File: src/rtl/nrg_pkg.sv
// Shared types and constants of the nuclear repulsion gradient unit.
package nrg_pkg;

  localparam int MAX_ATOMS_DEF = 16;
  localparam int FRAC_BITS_DEF = 16;
  localparam int COORD_W       = 32;
  localparam int CHARGE_W      = 7;
  localparam int IDX_OUT_W     = 4;
  localparam int TERM_W        = 41;
  localparam logic [TERM_W-1:0] TERM_CAP = 41'h100_0000_0000;

  typedef struct packed {
    logic signed [COORD_W-1:0] x_coord;
    logic signed [COORD_W-1:0] y_coord;
    logic signed [COORD_W-1:0] z_coord;
    logic [CHARGE_W-1:0]       nuclear_charge;
    logic                      last_atom;
  } in_item_t;

  typedef struct packed {
    logic [IDX_OUT_W-1:0]      atom_idx;
    logic signed [COORD_W-1:0] grad_x;
    logic signed [COORD_W-1:0] grad_y;
    logic signed [COORD_W-1:0] grad_z;
    logic                      saturated;
    logic                      coincident;
    logic                      row_last;
  } out_item_t;

  typedef struct packed {
    logic signed [COORD_W-1:0] x;
    logic signed [COORD_W-1:0] y;
    logic signed [COORD_W-1:0] z;
    logic [CHARGE_W-1:0]       charge;
  } atom_t;

  typedef struct packed {
    atom_t a;
    atom_t b;
  } pair_req_t;

  typedef struct packed {
    logic [2:0][TERM_W-1:0] term;
    logic [2:0]             pos;
    logic                   clip;
    logic                   coin;
  } pair_res_t;

  typedef enum logic [2:0] {
    ST_LOAD, ST_RD_A, ST_CAP_A, ST_RD_B, ST_CAP_B, ST_PAIR, ST_ROW, ST_OUT
  } ctl_state_e;

  typedef enum logic [3:0] {
    PS_IDLE, PS_ABS, PS_NORM, PS_SHIFT, PS_SQ, PS_SQRT, PS_CDIV, PS_MUL, PS_QDIV, PS_DONE
  } pair_state_e;

endpackage

File: src/rtl/nrg_atom_store.sv
// Atom store: one synchronous memory with one write and one registered read port.
module nrg_atom_store #(
  parameter int MAX_ATOMS = nrg_pkg::MAX_ATOMS_DEF
) (
  input  logic                         clk_i,
  input  logic                         we_i,
  input  logic [$clog2(MAX_ATOMS)-1:0] waddr_i,
  input  nrg_pkg::atom_t               wdata_i,
  input  logic [$clog2(MAX_ATOMS)-1:0] raddr_i,
  output nrg_pkg::atom_t               rdata_o
);

  nrg_pkg::atom_t mem_q [MAX_ATOMS];

  always_ff @(posedge clk_i) begin
    if (we_i) begin
      mem_q[waddr_i] <= wdata_i;
    end
    rdata_o <= mem_q[raddr_i];
  end

endmodule

File: config.mk
export PLATFORM = sky130hd
export DESIGN_NAME = nrg_atom_store
export DESIGN_NICKNAME = d
export VERILOG_FILES = /design/src/rtl/nrg_pkg.sv /design/src/rtl/nrg_atom_store.sv
export SDC_FILE = /design/constraint.sdc
export NUM_CORES = 1
export LEC_CHECK = 0
export CORE_UTILIZATION = 40
export DETAILED_ROUTE_END_ITERATION = 16
export DONT_BUFFER_PORTS = 1
export GPL_TIMING_DRIVEN = 0
export PLACE_DENSITY = 0.62
export SLEW_MARGIN = 20
export SYNTH_ARGS = -nofsm -noshare
export SYNTH_HDL_FRONTEND = slang
export SYNTH_SLANG_ARGS = --single-unit
File: constraint.sdc
create_clock -name clk_i -period 11.4 [get_ports clk_i]
set_input_delay 2.28 -clock clk_i [delete_from_list [all_inputs] [get_ports clk_i]]
set_output_delay 2.28 -clock clk_i [all_outputs]
set_load 0.01 [all_outputs]
==> impl_metrics.toml <==
[sta]
hold_viol_final = 0
fin_worst_skew_ps = 18.9
tightest_slew_ps = 1210
fmax_ghz = 0.246
slew_headroom_pct = 19.5
post-route-period-util_pct = 35.7
setup_viol = 0
rsz0062_at_grt = "no"
period_needed_ps = 4070
slew_viol_final = 0

[synthesis]
async_flop_share_pct = 0
syn_area_per_cell_um2 = 24.2
yosys.area.top_type = "edfxtp_1"
synth_nets = 2749
synth-edff-count = 1648
synth.area.top_cells = "edfxtp_1 (78%), mux4_2 (15%), dfxtp_1 (3.2%)"
netlist_area_um2 = 63700
synth.distinct_cells = 18
yosysSeqAreaShare_pct = 80.9
synth_warnings = 0
ys.flop_type = "edfxtp_1"
synth_top_area_share_pct = 77.7
synthTopCellsByCount = "edfxtp_1 (1648), mux4_2 (412), a22oi_1 (206)"
synth-seq-cells = 1751
synth_most_common_cell = "edfxtp_1"
syn_inst = 2636

[clocking]
clkSinkCount = 1751
ctsLongestPathBuffers = 3
cts_tree = "done"
postCtsSetupRepairBufs = 0
htree_levels = 4
ctsResizeCount = 0
clkTransAtPathRegs_ps = 60
cts_hold_buf = 0
numCtsBuffers = 170
root_buffer = "clkbuf_16"
clk_latency_ps = 780

[cells_and_area]
drive_gt1_share_pct = 28.7
nFillCells = 12600
stdcell_count = 5162
seqCellArea_um2 = 51500
fin_nets = 3060
fin_area_um2 = 74300
syn_to_final_growth_pct = 16.6
multi_input_area_um2 = 11500

[place]
dpl.cell_count = 4847
place_area_um2 = 68600
place_hpwl_um = 99400
io_buffers = 0
globalplace.congestion = 0.721

[power_and_ir_drop]
leakagePower_nw = 23.5
power_mw = 13.4
pwr-share-seq_pct = 54.1
internal_power_mw = 10.7
switchingPower_mw = 2.71
swShare_pct = 20.2
p_per_area_nw_per_um2 = 181
clockPowerShare_pct = 41.9
peakVddDrop_mv = 0.119
combPwrFrac_pct = 4.0

[worst_setup_path]
critPathKind = "input pin to register"
crit_chain = "buf_2 > buf_2 > clkbuf_1 > mux4_2 > a22oi_1 > nand2_1"
cp_slowest_cell = "clkbuf_1"
path_buf_inv = 3
startpoint_type = "input pin"
worstPathArrival_ps = 4650
end_kind = "register"
crit_top_cell = "buf_2"
crit_fanout = 10
cp_top_family = "buffers and inverters"
crit_path_max_incr_delay_ps = 750
required_ps = 11980

[run_status]
status = "completed"

[global_route]
grt_max_degree = 22
grt.overflow.total = 0
grt_pass1_vias = 30400
grt_usage_pct = 19.0
antenna_found_initial = 2
grt_pass1_wl_um = 217000

[floorplan]
num_rows = 146
start_util_pct = 40.3
die_area_um2 = 161000
fp.dieW_um = 401
fp.dieH_um = 401
pin_count = 216
core_um2 = 158000

[detailed_routing]
vias = 28600
drtIter0Drc = 3487
wl_um = 152000
drc = 0
drtPass1Iterations = 5
wl_per_cell_um = 29.5
ant_nets = 0
viasPerCell = 5.55

[job]
drv_cap = 0

[hold_path]
hold_path_class = "register to register"
[power groups by stage]
stage	logic, mW	clock network, mW	registers (mW)
after floorplan	0.344	0	7.40
after global placement	0.509	0	7.44
after detailed placement	0.548	0	7.42
after CTS	0.550	5.73	7.28
after global routing	0.572	5.98	7.29
final	0.538	5.63	7.28
[placed cells by master, fill, tap and decap left out, types with 2 or more instances in the layout]
cell	netlist	final
nor2_4	0	12
inv_8	0	2
clkbuf_1	52	94
mux4_2	412	412
clkinv_2	0	30
buf_12	0	45
buf_1	26	26
buf_16	0	27
inv_6	0	4
buf_6	26	40
edfxtp_1	1648	1648
bufinv_16	0	15
buf_2	16	16
clkinv_8	0	4
clkbuf_16	0	175
nor3_2	0	4
clkbuf_2	0	3
dfxtp_1	103	103
clkbuf_8	0	21
clkinvlp_4	0	7
nand2b_1	2	2
clkinv_1	0	11
buf_4	17	70
a22oi_1	206	206
nand2_1	104	104
nand3b_1	2	2
nor2b_1	2	2
[logic make-up after synthesis]
logic type / Yosys count / synth area share (%)
flops: 1751 / 80.9
buf+inv: 137 / 1.25
simple gates: 130 / 0.815
compound gates: 206 / 2.43
mux: 412 / 14.6
[worst reg2reg max path: stages (launching register included)]
cell and delay [ps]:
edfxtp_1 380, mux4_2 480, a22oi_1 170, nand2_1 280
[layout make-up]
type | instances | area share (%)
diodes | 1 | 0.00337
plain buffers | 137 | 1.07
clock buffers | 241 | 6.51
clock inverters | 73 | 1.10
multi-input cells | 748 | 15.4
flip-flops and latches | 1751 | 69.4
well taps | 2072 | 3.49
repair buffers | 139 | 2.96
[flip-flops by register name (all words and copies together), names as in the netlist]
signal / cells
mem_q: 1648
rdata_o: 103
[final timing paths]
kind	from	endpoint	slack [ps]	depth (start not counted)
setup / recovery	raddr_i[1]	rdata_o[28]$_DFF_P_	7330	6
hold / removal	mem_q[15][32]$_DFFE_PP_	rdata_o[32]$_DFF_P_	670	3
setup reg to reg	mem_q[13][28]$_DFFE_PP_	rdata_o[28]$_DFF_P_	9880	3
hold reg to reg	mem_q[15][32]$_DFFE_PP_	rdata_o[32]$_DFF_P_	670	3
[per-layer routing]
metal / part of all wire [%] / track usage, % / vias to the layer above
met5: 0 / 0 / -
met4: 2.0 / 5.07 / 0
met3: 9.9 / 6.33 / 176
met2: 49 / 31.1 / 1140
met1: 39 / 24.3 / 15400
li1: - / - / 12000
[through the flow]
step           setup TNS [ps]  util, %  worst slack, ps  hold WS [ps]
3_3_place_gp         -4853530     41.9            -7820           654
2_1_floorplan               0        -              950           635
3_5_place_dp                0     43.4             6530           658
4_1_cts                     0     46.9             7380           666
6_report                    0     46.9             7330           666
5_1_grt                     0     46.9             7310           701
No activity file was read; power rests on OpenSTA's default activity.
