$ cat config.mk
export PLATFORM = sky130hd
export DESIGN_NAME = nrg_pair_unit
export DESIGN_NICKNAME = d
export VERILOG_FILES = /design/src/rtl/nrg_pkg.sv /design/src/rtl/nrg_pair_unit.sv
export SDC_FILE = /design/constraint.sdc
export NUM_CORES = 2
export LEC_CHECK = 0
export BUFFER_PORTS_ARGS = -buffer_cell sky130_fd_sc_hd__buf_2
export CORE_UTILIZATION = 55
export DETAILED_ROUTE_END_ITERATION = 12
export MAX_ROUTING_LAYER = met4
export PLACE_DENSITY = 0.8
export SLEW_MARGIN = 20
export SYNTH_ARGS = -nofsm -noshare
export SYNTH_HDL_FRONTEND = slang
export SYNTH_SLANG_ARGS = --single-unit
$ cat constraint.sdc
create_clock -name clk_i -period 9.5 [get_ports clk_i]
set_input_delay 2.85 -clock clk_i [delete_from_list [all_inputs] [get_ports clk_i]]
set_output_delay 2.85 -clock clk_i [all_outputs]
set_load 0.03 [all_outputs]
$ cat src/rtl/nrg_pkg.sv
// Shared types and constants of the nuclear repulsion gradient unit.
package nrg_pkg;

  localparam int MAX_ATOMS_DEF = 16;
  localparam int FRAC_BITS_DEF = 16;
  localparam int COORD_W       = 32;
  localparam int CHARGE_W      = 7;
  localparam int IDX_OUT_W     = 4;
  localparam int TERM_W        = 41;
  localparam logic [TERM_W-1:0] TERM_CAP = 41'h100_0000_0000;

  typedef struct packed {
    logic signed [COORD_W-1:0] x_coord;
    logic signed [COORD_W-1:0] y_coord;
    logic signed [COORD_W-1:0] z_coord;
    logic [CHARGE_W-1:0]       nuclear_charge;
    logic                      last_atom;
  } in_item_t;

  typedef struct packed {
    logic [IDX_OUT_W-1:0]      atom_idx;
    logic signed [COORD_W-1:0] grad_x;
    logic signed [COORD_W-1:0] grad_y;
    logic signed [COORD_W-1:0] grad_z;
    logic                      saturated;
    logic                      coincident;
    logic                      row_last;
  } out_item_t;

  typedef struct packed {
    logic signed [COORD_W-1:0] x;
    logic signed [COORD_W-1:0] y;
    logic signed [COORD_W-1:0] z;
    logic [CHARGE_W-1:0]       charge;
  } atom_t;

  typedef struct packed {
    atom_t a;
    atom_t b;
  } pair_req_t;

  typedef struct packed {
    logic [2:0][TERM_W-1:0] term;
    logic [2:0]             pos;
    logic                   clip;
    logic                   coin;
  } pair_res_t;

  typedef enum logic [2:0] {
    ST_LOAD, ST_RD_A, ST_CAP_A, ST_RD_B, ST_CAP_B, ST_PAIR, ST_ROW, ST_OUT
  } ctl_state_e;

  typedef enum logic [3:0] {
    PS_IDLE, PS_ABS, PS_NORM, PS_SHIFT, PS_SQ, PS_SQRT, PS_CDIV, PS_MUL, PS_QDIV, PS_DONE
  } pair_state_e;

endpackage

$ cat src/rtl/nrg_pair_unit.sv
// Pair unit: iterative evaluation of one pair term on three axes.
module nrg_pair_unit #(
  parameter int FRAC_BITS = nrg_pkg::FRAC_BITS_DEF
) (
  input  logic                clk_i,
  input  logic                rst_ni,
  input  logic                start_i,
  input  nrg_pkg::pair_req_t  req_i,
  output logic                done_o,
  output nrg_pkg::pair_res_t  res_o
);

  localparam int IterBase = 3 * FRAC_BITS + 34;
  localparam int CntW     = $clog2(IterBase + 1);
  localparam int SqrtLast = 30;
  localparam int CdivLast = 59;
  localparam int TermW    = nrg_pkg::TERM_W;

  nrg_pkg::pair_state_e state_q, state_d;

  logic signed [32:0] d_q [3];
  logic [32:0]        mag_q [3];
  logic [2:0]         pos_q;
  logic [3:0]         k_q;
  logic [19:0]        u_q [3];
  logic [13:0]        zz_q;
  logic [41:0]        s_q;
  logic [61:0]        v_q;
  logic [32:0]        srem_q;
  logic [30:0]        root_q;
  logic [59:0]        nsh_q;
  logic [30:0]        crem_q;
  logic [59:0]        c_q;
  logic [63:0]        p_q;
  logic [41:0]        qrem_q;
  logic [TermW-1:0]   q_q;
  logic               over_q;
  logic [2:0][TermW-1:0] term_q;
  logic               clip_q, coin_q;
  logic [1:0]         ax_q;
  logic [CntW-1:0]    cnt_q;

  // Combinational helpers.
  logic [32:0]     mag_or;
  logic [5:0]      hb;
  logic [3:0]      k_calc;
  logic [41:0]     s_sum;
  logic [34:0]     rem4, trial;
  logic            sq_ge;
  logic [31:0]     cr2;
  logic            c_ge;
  logic [42:0]     qr2;
  logic            q_ge;
  logic [TermW:0]  qn;
  logic            over_n;
  logic [CntW-1:0] q_last;
  logic [1:0]      ax_nx;

  assign mag_or = mag_q[0] | mag_q[1] | mag_q[2];

  always_comb begin
    hb = '0;
    for (int i = 0; i < 33; i++) begin
      if (mag_or[i]) begin
        hb = 6'(i);
      end
    end
    k_calc = (hb > 6'd19) ? 4'(hb - 6'd19) : 4'd0;
  end

  assign s_sum  = s_q + 42'(u_q[ax_q] * u_q[ax_q]);
  assign rem4   = {srem_q, v_q[61:60]};
  assign trial  = {2'b00, root_q, 2'b01};
  assign sq_ge  = rem4 >= trial;
  assign cr2    = {crem_q, nsh_q[59]};
  assign c_ge   = cr2 >= {1'b0, root_q};
  assign qr2    = {qrem_q, p_q[63]};
  assign q_ge   = qr2 >= {1'b0, s_q};
  assign qn     = {q_q, q_ge};
  assign over_n = over_q | (qn > {1'b0, nrg_pkg::TERM_CAP});
  assign q_last = CntW'(IterBase - 1) - CntW'({k_q, 1'b0});
  assign ax_nx  = ax_q + 2'd1;

  always_comb begin
    state_d = state_q;
    case (state_q)
      nrg_pkg::PS_IDLE:  if (start_i) state_d = nrg_pkg::PS_ABS;
      nrg_pkg::PS_ABS:   state_d = nrg_pkg::PS_NORM;
      nrg_pkg::PS_NORM:  state_d = (mag_or == '0) ? nrg_pkg::PS_DONE : nrg_pkg::PS_SHIFT;
      nrg_pkg::PS_SHIFT: state_d = nrg_pkg::PS_SQ;
      nrg_pkg::PS_SQ:    if (ax_q == 2'd2) state_d = nrg_pkg::PS_SQRT;
      nrg_pkg::PS_SQRT:  if (cnt_q == CntW'(SqrtLast)) state_d = nrg_pkg::PS_CDIV;
      nrg_pkg::PS_CDIV:  if (cnt_q == CntW'(CdivLast)) state_d = nrg_pkg::PS_MUL;
      nrg_pkg::PS_MUL:   state_d = nrg_pkg::PS_QDIV;
      nrg_pkg::PS_QDIV: begin
        if (cnt_q == q_last) begin
          state_d = (ax_q == 2'd2) ? nrg_pkg::PS_DONE : nrg_pkg::PS_CDIV;
        end
      end
      nrg_pkg::PS_DONE:  state_d = nrg_pkg::PS_IDLE;
      default:           state_d = nrg_pkg::PS_IDLE;
    endcase
  end

  always_comb begin
    done_o     = (state_q == nrg_pkg::PS_DONE);
    res_o.term = term_q;
    res_o.pos  = pos_q;
    res_o.clip = clip_q;
    res_o.coin = coin_q;
  end

  always_ff @(posedge clk_i or negedge rst_ni) begin
    if (!rst_ni) begin
      state_q <= nrg_pkg::PS_IDLE;
    end else begin
      state_q <= state_d;
    end
  end

  always_ff @(posedge clk_i) begin
    case (state_q)
      nrg_pkg::PS_IDLE: begin
        if (start_i) begin
          d_q[0] <= 33'(req_i.a.x) - 33'(req_i.b.x);
          d_q[1] <= 33'(req_i.a.y) - 33'(req_i.b.y);
          d_q[2] <= 33'(req_i.a.z) - 33'(req_i.b.z);
          zz_q   <= 14'(req_i.a.charge * req_i.b.charge);
          clip_q <= 1'b0;
          coin_q <= 1'b0;
        end
      end
      nrg_pkg::PS_ABS: begin
        for (int i = 0; i < 3; i++) begin
          mag_q[i] <= d_q[i][32] ? 33'(-d_q[i]) : 33'(d_q[i]);
          pos_q[i] <= !d_q[i][32] && (d_q[i] != '0);
        end
      end
      nrg_pkg::PS_NORM: begin
        k_q    <= k_calc;
        coin_q <= (mag_or == '0);
      end
      nrg_pkg::PS_SHIFT: begin
        for (int i = 0; i < 3; i++) begin
          u_q[i] <= 20'(mag_q[i] >> k_q);
        end
        s_q  <= '0;
        ax_q <= 2'd0;
      end
      nrg_pkg::PS_SQ: begin
        s_q <= s_sum;
        if (ax_q == 2'd2) begin
          v_q    <= {s_sum, 20'b0};
          srem_q <= '0;
          root_q <= '0;
          cnt_q  <= '0;
          ax_q   <= 2'd0;
        end else begin
          ax_q <= ax_nx;
        end
      end
      nrg_pkg::PS_SQRT: begin
        if (sq_ge) begin
          srem_q <= 33'(rem4 - trial);
          root_q <= {root_q[29:0], 1'b1};
        end else begin
          srem_q <= rem4[32:0];
          root_q <= {root_q[29:0], 1'b0};
        end
        v_q   <= {v_q[59:0], 2'b00};
        cnt_q <= cnt_q + 1'b1;
        if (cnt_q == CntW'(SqrtLast)) begin
          nsh_q  <= {u_q[0], 40'b0};
          crem_q <= '0;
          c_q    <= '0;
          cnt_q  <= '0;
        end
      end
      nrg_pkg::PS_CDIV: begin
        crem_q <= c_ge ? 31'(cr2 - {1'b0, root_q}) : cr2[30:0];
        c_q    <= {c_q[58:0], c_ge};
        nsh_q  <= {nsh_q[58:0], 1'b0};
        cnt_q  <= cnt_q + 1'b1;
      end
      nrg_pkg::PS_MUL: begin
        p_q    <= 64'(zz_q * c_q[49:0]);
        qrem_q <= '0;
        q_q    <= '0;
        over_q <= 1'b0;
        cnt_q  <= '0;
      end
      nrg_pkg::PS_QDIV: begin
        qrem_q <= q_ge ? 42'(qr2 - {1'b0, s_q}) : qr2[41:0];
        q_q    <= qn[TermW-1:0];
        over_q <= over_n;
        p_q    <= {p_q[62:0], 1'b0};
        cnt_q  <= cnt_q + 1'b1;
        if (cnt_q == q_last) begin
          term_q[ax_q] <= over_n ? nrg_pkg::TERM_CAP : qn[TermW-1:0];
          clip_q       <= clip_q | over_n;
          if (ax_q != 2'd2) begin
            ax_q   <= ax_nx;
            nsh_q  <= {u_q[ax_nx], 40'b0};
            crem_q <= '0;
            c_q    <= '0;
            cnt_q  <= '0;
          end
        end
      end
      default: begin
      end
    endcase
  end

endmodule

==> qor.yml <==
clk_pin_slew_worst_paths_ns: 0.06
final.setup.tns_ns: 0
place_hpwl_mm: 151
max_freq_mhz: 113
final_cell_mix: "inv_1 (1116), nand2_1 (1001), fa_1 (920)"
track_usage_pct: 27.6
ys_types: 85
antenna_found_initial: 3
hold_depth: 2
critPathArrivalTime_ns: 9.29
gr-total-overflow: 0
n_fill_cell: 11875
placed_area_um2: 84300
cp-start-kind: "flop"
grt_pass1_vias: 60903
num_rows: 140
cpMostUsedCell: "fa_1"
cp_slowest_stage_delay_ns: 0.72
syn_nets: 9727
viasPerCell: 5.77
cts_tree: "done"
rsz0062_at_grt: "false"
slew_viol_final: 0
drcViolationCount: 0
start_util_pct: 55.4
tightest_slew_ns: 1.12
worstSetupEndpointType: "flop"
maxCapViolCount: 0
cts_buffers: 90
crit_type: "flop to flop"
grt_max_degree: 98
cp.required_ns: 9.90
ys_warn_count: 0
critPathBufInv: 4
cts_buffer_depth: 3
critical_path.max_fanout: 12
hold_buffers: 0
path_delay_family: "adder cells"
pin_count: 338
final_area_um2: 87400
final_common_cell: "inv_1"
hold_path.class: "flop to flop"
htreeDepth: 3
postSynth.asyncResetShare_pct: 0.490
die_w_um: 385
firstDrtPassIters: 6
wl_mm: 195
antenna_left: 0
gp_congestion: 0.960
core-area_um2: 146000
ys_seq_elements: 816
synthesis.instances: 8078
period_share_pct: 93.5
status: "complete, no violations"
grt_pass1_wl_mm: 318
synth_edf_count: 810
fin_crit_ns: 8.88
leakage_nw: 40.6
syn_to_final_growth_pct: 8.14
die_area_um2: 148000
finClkSkew_ns: 0.0498
power_density_nw_per_um2: 91.6
max-vdd-ir-drop_uv: 140
ys_seq_area_share_pct: 30.3
root_buffer: "clkbuf_16"
crit_cells: 26
min_from: "v_q[58]$_DFFE_PP_"
finalHoldViolCount: 0
insertion_delay_ns: 0.73
reg2reg_setup_slack_ns: 0.62
layout.nets: 9895
rr_worst_depth: 26
io_buffers: 337
ys.flop_type: "edfxtp_1"
cts.sinks: 816
drt-initial-drc-count: 5055
routedWlPerCell_um: 19.0
worstReg2RegEnd: "v_q[57]$_DFFE_PP_"
drive_gt1_share_pct: 8.59
relSlewSlack_pct: 25.5
worstHoldEndpoint: "v_q[60]$_DFFE_PP_"
slowest_stage: "dfxtp_1"
die_h_um: 385
setup_violations: 0
syn-cell-area_um2: 80800
vias: 59094
synth.avg_cell_area_um2: 10.0
[per-stage QoR]
step | hold slack (ns) | total power (W) | cells | utilization, % | setup slack (ns)
after floorplan | 0.453 | 0.00443 | 8078 | - | 1.28
after global placement | 0.491 | 0.00455 | 10068 | 57.8 | 0.658
after detailed placement | 0.498 | 0.00456 | 10068 | 57.8 | 0.542
after CTS | 0.514 | 0.00805 | 10236 | 59.9 | 0.497
after global routing | 0.546 | 0.00825 | 10241 | 59.9 | 0.212
final | 0.511 | 0.00800 | 10243 | 59.9 | 0.616
[layer usage]
metal,vias to the layer above,track usage (%),part of all wire (%)
li1,27190,-,-
met1,29224,35.4,41
met2,2291,45.1,48
met3,389,3.87,7.2
met4,0,9.59,3.4
met5,-,-,0
[sequential cells by signal (all words and copies together) (netlist names), 3 cells and up, named ones only]
name     count
mag_q       99
q_q         41
crem_q      31
pos_q        3
cnt_q        7
p_q         64
d_q         99
k_q          4
state_q      4
v_q         42
c_q         50
u_q         60
srem_q      33
s_q         42
qrem_q      42
res_o      123
zz_q        14
nsh_q       20
root_q      31
[repair_timing]
item,in CTS,in global routing
setup endpoints to repair,0,1
setup buffers,0,0
resized for setup,0,1
[cells in the mapped netlist, types with 7 or more instances]
cell         n  area share [%]
inv_1     1117             5.2
nand2_1   1005             4.7
fa_1       920              23
edfxtp_1   810              30
nor2_1     580             2.7
ha_1       520             8.1
a21oi_1    411             2.5
and2_1     338             2.6
clkbuf_1   325             1.5
o21ai_0    300             1.9
xnor2_1    281             3.0
a21o_1     147             1.4
mux2i_1    122             1.5
xor2_1     104             1.1
nor2b_1     98            0.76
nor3_1      80            0.50
and3_1      79            0.61
mux4_2      74             2.1
o21a_1      72            0.67
nand3_1     61            0.38
o21bai_1    52            0.48
a31oi_1     46            0.36
nand2b_1    46            0.36
nand4_1     41            0.32
a211oi_1    38            0.35
o31ai_1     38            0.35
or3_1       34            0.26
nor4_1      28            0.22
o211ai_1    20            0.19
a22oi_1     19            0.18
buf_1       19           0.088
o41ai_1     19            0.21
mux2_2      17            0.24
or2_2       14            0.11
a211o_1     12            0.13
a221o_1     12            0.15
or4_1       12            0.11
o22ai_1     10           0.077
a21boi_0     9           0.084
a221oi_1     9           0.098
a41oi_1      8           0.087
a31o_2       7           0.076
clkinv_1     7           0.033
nand3b_1     7           0.065
[worst max-delay path by stage]
stage / endpoint
global route: v_q[57]$_DFFE_PP_
detailed placement: v_q[57]$_DFFE_PP_
floorplan: mag_q[0][0]$_DFFE_PP_
CTS: v_q[57]$_DFFE_PP_
finish: v_q[57]$_DFFE_PP_
global placement: v_q[57]$_DFFE_PP_
[kinds of logic (layout without fill, tap and decap cells)]
family / Yosys count / count (layout) / synth area share (%)
AOI/OAI and AO/OA: 1296 / 1296 / 10.0
xor gates and xnor gates: 385 / 385 / 4.17
adders and majority gates: 1440 / 1440 / 30.9
buffers and inverters: 1478 / 1722 / 6.89
DFF: 816 / 816 / 30.3
muxes: 213 / 213 / 3.81
other: 0 / 4 / 0
and+or+nand+nor: 2450 / 2450 / 14.0
[where the power goes]
part | switching, W | total [W] | internal, W
Sequential | 0 | 0.00394 | 0.00394
Clock | 0.00153 | 0.00351 | 0.00198
Combinational | 0.000291 | 0.000553 | 0.000262
Total | 0.00182 | 0.00800 | 0.00618
[worst min-delay path, cell delays in order, from the launching register on]
cell and delay [ns]:
edfxtp_1 0.32, nand2_1 0.04, o21ai_0 0.06
[final cells by class]
class	count	area, µm²	area share [%]
Tap cell	1917	2400	2.75
Antenna cell	4	10.0	0.0115
Clock inverter	65	672	0.769
Timing Repair Buffer	428	2400	2.75
Inverter	1126	4230	4.84
Multi-Input combinational cell	5784	50900	58.2
Clock buffer	103	2320	2.66
Sequential cell	816	24500	28.0
Note: power is estimated with default switching activity, not from simulation.
